File: src/design/cna_prod.sv
// ----------------------------------------------------------------------------
// cna_prod: first pipeline stage, six signed products
// This module forms the four cross products and the two squares of b, and
// registers them together with the operands.
// ----------------------------------------------------------------------------
module cna_prod #(
	parameter int WIDTH = 16
) (
	input  logic                      clk,
	input  logic                      en,
	input  logic signed [WIDTH-1:0]   a_re,
	input  logic signed [WIDTH-1:0]   a_im,
	input  logic signed [WIDTH-1:0]   b_re,
	input  logic signed [WIDTH-1:0]   b_im,
	output logic signed [WIDTH-1:0]   a_re_s1,
	output logic signed [WIDTH-1:0]   a_im_s1,
	output logic signed [WIDTH-1:0]   b_re_s1,
	output logic signed [WIDTH-1:0]   b_im_s1,
	output logic signed [2*WIDTH-1:0] p_rr_s1,
	output logic signed [2*WIDTH-1:0] p_ii_s1,
	output logic signed [2*WIDTH-1:0] p_ri_s1,
	output logic signed [2*WIDTH-1:0] p_ir_s1,
	output logic [2*WIDTH-1:0]        sq_re_s1,
	output logic [2*WIDTH-1:0]        sq_im_s1
);

	logic signed [2*WIDTH-1:0] sq_re;
	logic signed [2*WIDTH-1:0] sq_im;

	// Squares are never negative, so their bit patterns read as unsigned.
	assign sq_re = b_re * b_re;
	assign sq_im = b_im * b_im;

	always_ff @(posedge clk) begin
		if (en) begin
			a_re_s1  <= a_re;
			a_im_s1  <= a_im;
			b_re_s1  <= b_re;
			b_im_s1  <= b_im;
			p_rr_s1  <= a_re * b_re;
			p_ii_s1  <= a_im * b_im;
			p_ri_s1  <= a_re * b_im;
			p_ir_s1  <= a_im * b_re;
			sq_re_s1 <= unsigned'(sq_re);
			sq_im_s1 <= unsigned'(sq_im);
		end
	end

endmodule

File: config.mk
export PLATFORM = sky130hd
export DESIGN_NAME = cna_prod
export DESIGN_NICKNAME = d
export VERILOG_FILES = /design/src/design/cna_prod.sv
export SDC_FILE = /design/constraint.sdc
export NUM_CORES = 2
export LEC_CHECK = 0
export ABC_CLOCK_PERIOD_IN_PS = 9900
export BUFFER_PORTS_ARGS = -buffer_cell sky130_fd_sc_hd__buf_4
export CORE_MARGIN = 2
export CORE_UTILIZATION = 45
export CTS_BUF_LIST = sky130_fd_sc_hd__clkbuf_4 sky130_fd_sc_hd__clkbuf_8
export DETAILED_ROUTE_END_ITERATION = 10
export GPL_ROUTABILITY_DRIVEN = 0
export SLEW_MARGIN = 15
export SYNTH_ARGS = -nofsm -noshare
export SYNTH_HDL_FRONTEND = slang
export SYNTH_SLANG_ARGS = --single-unit
File: constraint.sdc
create_clock -name clk -period 9.9 [get_ports clk]
set_clock_uncertainty 0.1 [all_clocks]
set_input_delay 1.98 -clock clk [delete_from_list [all_inputs] [get_ports clk]]
set_output_delay 1.98 -clock clk [all_outputs]
set_load 0.005 [all_outputs]
==> out/metrics.cfg <==
[final_layout]
syn2layout_area_growth_pct = 7.79
fillCellCount = 13701
nets = 8876
final_area_um2 = 70200
drive_gt1_share_pct = 7.04

[critical_path]
endpoint_kind = flop
crit_path_end = p_ri_s1[31]
critPathMaxFanout = 53
cp.required_ps = 10270
cp.arrival_ps = 8620
critPathLaunchType = input pin
crit_type = input pin to flop
crit_start = b_im[4]

[synthesis]
synth_area_leaders = fa_1, edfxtp_1, inv_1
synth_most_common_cell = inv_1
synthFlopType = edfxtp_1
syn_inst = 6643
async_flop_share_pct = 0
avgSynthCellArea_um2 = 9.81
netlist_top_cells_count = inv_1, fa_1, nand2_1, and2_1, ha_1
ys_ff_latch = 252
synth_enable_flop_cells = 252
synth_top_area_cell = fa_1
ys_types = 84
yosysTopAreaCellShare_pct = 46.5
ys_seq_area_share_pct = 11.6
yosys_warnings = 0
syn_area_um2 = 65100

[floorplanning]
io_pins = 322
placementRows = 139
die_h_um = 384
fp.dieW_um = 384
core_um2 = 144000
initial_utilization_pct = 45.3
dieArea_um2 = 148000

[global_routing]
grt_start_max_net_pins = 132
grt.total_usage_pct = 22.4
grt_overflow = 0
grt_pass1_wl_mm = 260
antenna_found_initial = 4
grt_pass1_vias = 48824

[timing]
rsz0062_at_grt = no
finalHoldViolCount = 0
fin_crit_ps = 8250
worst_pin_slew_ps = 850
relSlewSlack_pct = 43.3
maxClockFrequency_ghz = 0.121
setup_tns_ps = 0
maxSlewViolCount = 0
setup_violations = 0
finalCritPeriodShare_pct = 83.3

[outcome]
status = finished, violations left
violations = design-rule violations

[place]
place_area_um2 = 69200
place_hpwl_mm = 122
port_buffers = 319

[cts]
clk_pin_slew_ps = 60
cts-root-buf = clkbuf_8
htreeDepth = 2
numCtsBuffers = 52
cts_tree = yes
cts_max_path_buffers = 3
cts_sinks = 252
ctsResizeCount = 0
hold_buffers = 0
cts_setup_buffers = 0

[worst_hold_path]
min_path_type = input pin to flop
hold_path_depth = 1

[drt]
wl_per_cell_um = 17.9
first_pass_iters = 8
vias_per_cell = 5.09
wl_mm = 156
num_vias = 44377
drt_iter0_drc = 2260
drc_errors = 56
ant_nets = 0

[run]
maxCapViolations = 0

## area by class of cell
cell class                      instances  area [um^2]  area share (%)
Antenna cell                            4         10.0          0.0143
Clock buffer                           66          821            1.17
Clock inverter                         27          210           0.299
Inverter                             1784         6700            9.54
Multi-Input combinational cell       4336        49800            71.0
Sequential cell                       252         7570            10.8
Tap cell                             1903         2380            3.39
Timing Repair Buffer                  354         2690            3.83
## kinds of logic (layout without fill, tap and decap cells)
family | count (synthesis) | in the layout | synth area share (%)
flops | 252 | 252 | 11.6
other cells | 1 | 6 | 0.00576
fa+ha+maj | 2030 | 2030 | 56.4
compound gates | 443 | 443 | 4.61
buf+inv | 2056 | 2231 | 11.9
simple gates | 1629 | 1629 | 12.3
xor+xnor | 226 | 226 | 3.04
mux | 6 | 6 | 0.0922
## flip-flops by register name, summed over array words and instances, names as in the netlist
signal	cells
p_ii_s1	32
b_im_s1	16
a_im_s1	16
sq_re_s1	30
b_re_s1	16
p_rr_s1	32
sq_im_s1	30
p_ri_s1	32
a_re_s1	16
p_ir_s1	32
## layer usage
| metal | vias up | wire [um] | share of wire, % | global-route usage [%] |
|---|---|---|---|---|
| met3 | 174 | 8420 | 5.4 | 2.65 |
| met1 | 23251 | 65600 | 42 | 30.1 |
| li1 | 19815 | - | - | - |
| met5 | - | 13 | 0.0083 | 0 |
| met2 | 1135 | 78900 | 50 | 38.5 |
| met4 | 2 | 3480 | 2.2 | 5.22 |
## per-stage QoR
step	worst slack (ps)	hold slack, ps	util (%)	std cells
2_1_floorplan	1540	1980	-	6644
3_3_place_gp	1130	2230	48.2	8629
3_5_place_dp	931	2220	48.2	8629
4_1_cts	1760	1380	48.9	8722
5_1_grt	1330	1450	48.9	8725
6_report	1650	1490	48.9	8726
## worst min-delay path by stage
stage	end	from
after floorplan	a_im_s1[0]	a_im[0]
after global placement	b_re_s1[3]	b_re[3]
after detailed placement	b_re_s1[3]	b_re[3]
after CTS	b_re_s1[3]	b_re[3]
after global routing	b_im_s1[12]	b_im[12]
final	b_re_s1[3]	b_re[3]
## critical path: stages
cell       delay (ps)
buf_4             550
nand2_1           290
fa_1              600
inv_1              70
fa_1              800
fa_1              530
fa_1              500
fa_1              490
inv_1              50
fa_1              470
inv_1              40
ha_1              410
nand3_1           160
nor2_1            140
and3_1            220
nand2_1            70
nor4_1            530
o41ai_2           200
o2111ai_1         230
a21oi_1           110
xnor2_1           120
## placed cells by master (no fill, tap or decap), drive strengths merged, types with 32 or more instances in the layout
| cell | instances |
|---|---|
| and2 | 577 |
| xor2 | 48 |
| ha | 516 |
| a21o | 68 |
| xnor2 | 178 |
| inv | 1783 |
| nand3 | 32 |
| fa | 1514 |
| nand2b | 42 |
| edfxtp | 252 |
| clkbuf | 66 |
| a21oi | 126 |
| buf | 354 |
| o21ai | 73 |
| nor2 | 190 |
| nand2 | 665 |
Power is not shown: default switching activity piles up to over one toggle a cycle in this logic, so the estimate is an artifact.
