<file path="src/design/cna_div.sv">
// ----------------------------------------------------------------------------
// cna_div: pipelined restoring divider lane
// This module divides an unsigned numerator by an unsigned divisor, one
// quotient bit per stage, and flags quotients of 2^WIDTH or more.
// ----------------------------------------------------------------------------
module cna_div #(
	parameter int WIDTH = 16,
	parameter int FRAC  = 8
) (
	input  logic                      clk,
	input  logic                      en,
	input  logic [2*WIDTH+FRAC-1:0]   num,
	input  logic [2*WIDTH-1:0]        den,
	output logic [WIDTH-1:0]          quo,
	output logic                      big
);

	localparam int NW = 2 * WIDTH + FRAC;
	localparam int DW = 2 * WIDTH;
	localparam int CW = 3 * WIDTH + FRAC;

	logic [NW-1:0]    rem_q [0:WIDTH];
	logic [DW-1:0]    den_q [0:WIDTH];
	logic [WIDTH-1:0] quo_q [0:WIDTH];
	logic             big_q [0:WIDTH];

	// The first stage decides whether the quotient fits in WIDTH bits at all.
	always_ff @(posedge clk) begin
		if (en) begin
			rem_q[0] <= num;
			den_q[0] <= den;
			quo_q[0] <= '0;
			big_q[0] <= CW'(num) >= (CW'(den) << WIDTH);
		end
	end

	for (genvar k = 1; k <= WIDTH; k++) begin : g_stage
		localparam int BIT = WIDTH - k;
		logic [CW-1:0] shd;
		logic          fits;

		assign shd  = CW'(den_q[k-1]) << BIT;
		assign fits = CW'(rem_q[k-1]) >= shd;

		always_ff @(posedge clk) begin
			if (en) begin
				rem_q[k] <= fits ? NW'(CW'(rem_q[k-1]) - shd) : rem_q[k-1];
				den_q[k] <= den_q[k-1];
				big_q[k] <= big_q[k-1];
				quo_q[k] <= quo_q[k-1] | (WIDTH'(fits) << BIT);
			end
		end
	end

	assign quo = quo_q[WIDTH];
	assign big = big_q[WIDTH];

endmodule

</file>
<file path="config.mk">
export PLATFORM = sky130hd
export DESIGN_NAME = cna_div
export DESIGN_NICKNAME = d
export VERILOG_FILES = /design/src/design/cna_div.sv
export SDC_FILE = /design/constraint.sdc
export NUM_CORES = 2
export LEC_CHECK = 0
export BUFFER_PORTS_ARGS = -buffer_cell sky130_fd_sc_hd__clkbuf_2
export CORE_UTILIZATION = 34
export DETAILED_ROUTE_END_ITERATION = 10
export GPL_TIMING_DRIVEN = 0
export MAX_ROUTING_LAYER = met4
export PLACE_DENSITY = 0.53
export SYNTH_ARGS = -nofsm -noshare
export SYNTH_HDL_FRONTEND = slang
export SYNTH_SLANG_ARGS = --single-unit
</file>
<file path="constraint.sdc">
create_clock -name clk -period 4.48 [get_ports clk]
set_input_delay 0.896 -clock clk [delete_from_list [all_inputs] [get_ports clk]]
set_output_delay 0.896 -clock clk [all_outputs]
set_load 0.01 [all_outputs]
</file>
==> metrics.md <==
| Metric | Value |
|---|---|
| Reg2reg start | `den_q[0][385]$_DFFE_PP_` |
| Post-DRT Antenna Nets | `0` |
| Crit path max fanout | `10` |
| FFs w/ async S/R, synth | `0%` |
| CTS tree | `yes` |
| Crit-path most repeated cell | `clkbuf_2` |
| Syn nets | `6,719` |
| Total Wirelength | `approximately 170,000 um` |
| Yosys top cell by area | `edfxtp_1` |
| Relative slew slack | `between 10% and 20%` |
| Setup CP Type | `flop to flop` |
| Reg2reg end | `rem_q[0][542]$_DFFE_PP_` |
| Hpwl dp | `between 100,000 and 150,000 um` |
| RSZ-0062 raised after global routing | `true` |
| First-pass iteration count of the detailed router | `5` |
| Most instantiated cells after synthesis | `edfxtp_1, inv_1, a21oi_1` |
| R2r setup slk | `roughly 13 ps` |
| Startpoint Class | `flop` |
| Buf+Inv Stages, Crit Path | `3` |
| Clk sinks | `roughly 1,300` |
| Routed length per instance | `18.6 um` |
| Final Non-Filler Cells | `roughly 9,300` |
| Clock buffer count from CTS | `about 160` |
| Die Ht | `approximately 460 um` |
| Worst Hold End | `den_q[0][10]$_DFFE_PP_` |
| PD cells | `around 530 nW/um^2` |
| GRT overflow | `0` |
| Synth Flop Type | `edfxtp_1` |
| PortBufs | `90` |
| Share of cells above drive strength 1 | `about a tenth` |
| Clock slew at reported path FFs | `60 ps` |
| Worst path cell trace | `inv_1 -> ha_1 -> nor2b_1 -> o31a_1 -> o21ai_0 -> a21oi_2 -> a21oi_4 -> o21ai_1 -> a211o_2 -> clkbuf_2 -> clkbuf_2 -> a21oi_1` |
| 1st-iter DRT viols | `2,203` |
| Initial core utilization | `roughly a third` |
| IO Pins | `91` |
| Avg Inst Size Synth | `about 12 um^2` |
| HP Start | `den[10]` |
| Clock root cell | `clkbuf_16` |
| CP arrival | `a little over 5000 ps` |
| Clock Skew | `27.2 ps` |
| Slowest cell on the critical path | `a211o_2` |
| Initial antenna violation count | `2` |
| EDFF count, synth | `approximately 1,300` |
| Worst hold path class | `input pin to flop` |
| Worst hold slack | `287 ps` |
| Top-count cell post-synth | `edfxtp_1` |
| Pre-CTS WS | `-1450 ps` |
| Largest net degree at the start of global routing | `117` |
| Gr usage total | `approximately 17%` |
| Crit. Startpoint | `den_q[0][385]$_DFFE_PP_` |
| Sequential-to-total area share from yosys stat | `approximately 55%` |
| Synth area leaders | `edfxtp_1, ha_1, a21oi_1` |
| Vias in the first global route | `48,900` |
| Max-cap violations | `0` |
| Final Hold Violating Endpoints | `0` |
| Die area | `~210,000 um^2` |
| Status | `completed` |
| F_max | `224 MHz` |
| Synth warnings | `0` |
| Die width | `about 460 um` |
| GP Congestion | `around 0.9` |
| Top-area cell type share of the netlist area | `55.3%` |
| Worst Setup End Kind | `flop` |
| Fin nets | `~7,000` |
| Filler instances | `between 15,000 and 20,000` |
| Hold Buf Count CTS | `0` |
| Via count | `about 46,000` |
| Worst path required time | `5110 ps` |
| Final WS setup | `around 13 ps` |
| Syn Inst Count | `just over 6,000` |
| Hold depth | `1` |
| Delay-heaviest family, CP | `compound AO/OA/AOI/OAI gates` |
| Final worst path period share | `99.7%` |
| First-pass GRT wire length | `266,000 um` |
| CTS Buffer Depth | `3` |
| Worst-margin pin slew | `1210 ps` |
| Count of pins over their slew limit | `0` |
| Placed cells | `around 9,000` |
| Register bit count reported by yosys | `about 1,300` |
| Leakage | `between 30 and 40 nW` |
| Clock Latency Late Sink | `~800 ps` |
| CP peak stage delay | `580 ps` |
| H-tree Lvls | `4` |
| Setup-failing EPs final | `0` |
| Core area | `just over 200,000 um^2` |
| # DRC | `0` |
| Cell variety after synth | `86` |
| Layout Area Growth over Synthesis | `14.0%` |
| Mapped Area | `around 71,000 um^2` |
| Avg Vias per Cell | `~5.0` |
| Site Rows | `approximately 170` |
| Period minus WS final | `4470 ps` |
| Reg2reg path depth | `12` |
| Max rail drop VDD | `0.000406 V` |
how the worst max path moves through the flow:
stage               cells past startpoint                 endpoint
floorplan                              14  rem_q[0][409]$_DFFE_PP_
global placement                        1  den_q[0][485]$_DFFE_PP_
detailed placement                     13  rem_q[0][542]$_DFFE_PP_
CTS                                    10  rem_q[0][299]$_DFFE_PP_
global route                           12  rem_q[0][172]$_DFFE_PP_
finish                                 12  rem_q[0][542]$_DFFE_PP_
stage by stage:
step	setup TNS [ps]	utilization [%]	power, mW	instance area, um^2
floorplan	0	-	26.7	70800
global placement	-	36.1	31.2	74800
detailed placement	-230730	36.3	30.6	75200
CTS	0	38.9	43.6	80600
global route	0	39.0	45.7	80700
finish	0	39.0	43.1	80700
report_power, final:
| group | total (mW) | switching, mW | leakage [nW] | internal, mW |
|---|---|---|---|---|
| combinational | 13.5 | 7.92 | 17.0 | 5.60 |
| clock | 12.6 | 5.20 | 2.48 | 7.39 |
| sequential | 17.0 | 0.992 | 12.7 | 16.0 |
| total | 43.1 | 14.1 | 32.2 | 29.0 |
sequential cells by signal, indices dropped and copies added (netlist names):
name,flops
big_q,17
den_q,512
quo_q,136
rem_q,640
layout by cell type, fill, tap and decap left out, types with 14 or more instances in the layout:
master,n
clkbuf_16,158
clkbuf_2,114
a211o_1,17
nor2b_1,68
buf_4,18
fa_1,15
and2_1,24
nand2b_1,60
or2_2,17
o21ai_0,352
nor4_1,41
mux2_2,144
xnor2_1,243
clkinv_2,26
a211oi_1,44
ha_1,508
clkbuf_1,107
a21oi_1,529
a21boi_0,15
bufinv_16,15
nand2_1,369
inv_1,616
a31oi_1,45
a21o_1,208
mux2_4,17
xor2_1,162
o21bai_1,62
or3_1,23
clkinv_1,39
and3_1,54
o31a_1,19
nor3_1,60
nand4b_1,14
nand3_1,108
nand4_1,71
o31ai_1,27
o21a_1,76
edfxtp_1,1305
o211ai_1,32
nor2_1,396
metal layers:
metal  share of wire (%)  track usage, %  vias to the layer above
li1                    -               -                    23200
met1                  34            14.4                    21700
met2                  56            33.2                      798
met3                 2.5            2.32                      477
met4                 7.6            11.9                        0
met5                   0               -                        -
cells by family (layout without fill, tap and decap cells):
| group | count (synthesis) | after routing | synth area share (%) |
|---|---|---|---|
| muxes | 171 | 171 | 2.79 |
| AOI/OAI and AO/OA | 1589 | 1589 | 14.0 |
| xor gates and xnor gates | 405 | 405 | 5.01 |
| DFF | 1305 | 1305 | 55.3 |
| buffers and inverters | 754 | 1154 | 4.03 |
| and+or+nand+nor | 1375 | 1375 | 9.39 |
| other | 0 | 1 | 0 |
| adders and majority gates | 523 | 523 | 9.40 |
area by class of cell:
class	instances	area, um^2	area share, %
flip-flops and latches	1305	39200	48.6
multi-input cells	4063	29000	36.0
clock buffers	188	4070	5.04
well taps	2788	3490	4.32
inverters	619	2330	2.89
clock inverters	98	1040	1.29
repair buffers	118	938	1.16
plain buffers	131	608	0.753
diodes	1	2.50	0.00310
repair_timing:
action                                  in CTS  in global routing
resized for setup                           92                 38
endpoints found under the setup margin     444                180
gates cloned                                 0                  0
pin swaps                                    7                  1
setup buffers                               10                  0
No activity file was read; power rests on OpenSTA's default activity.
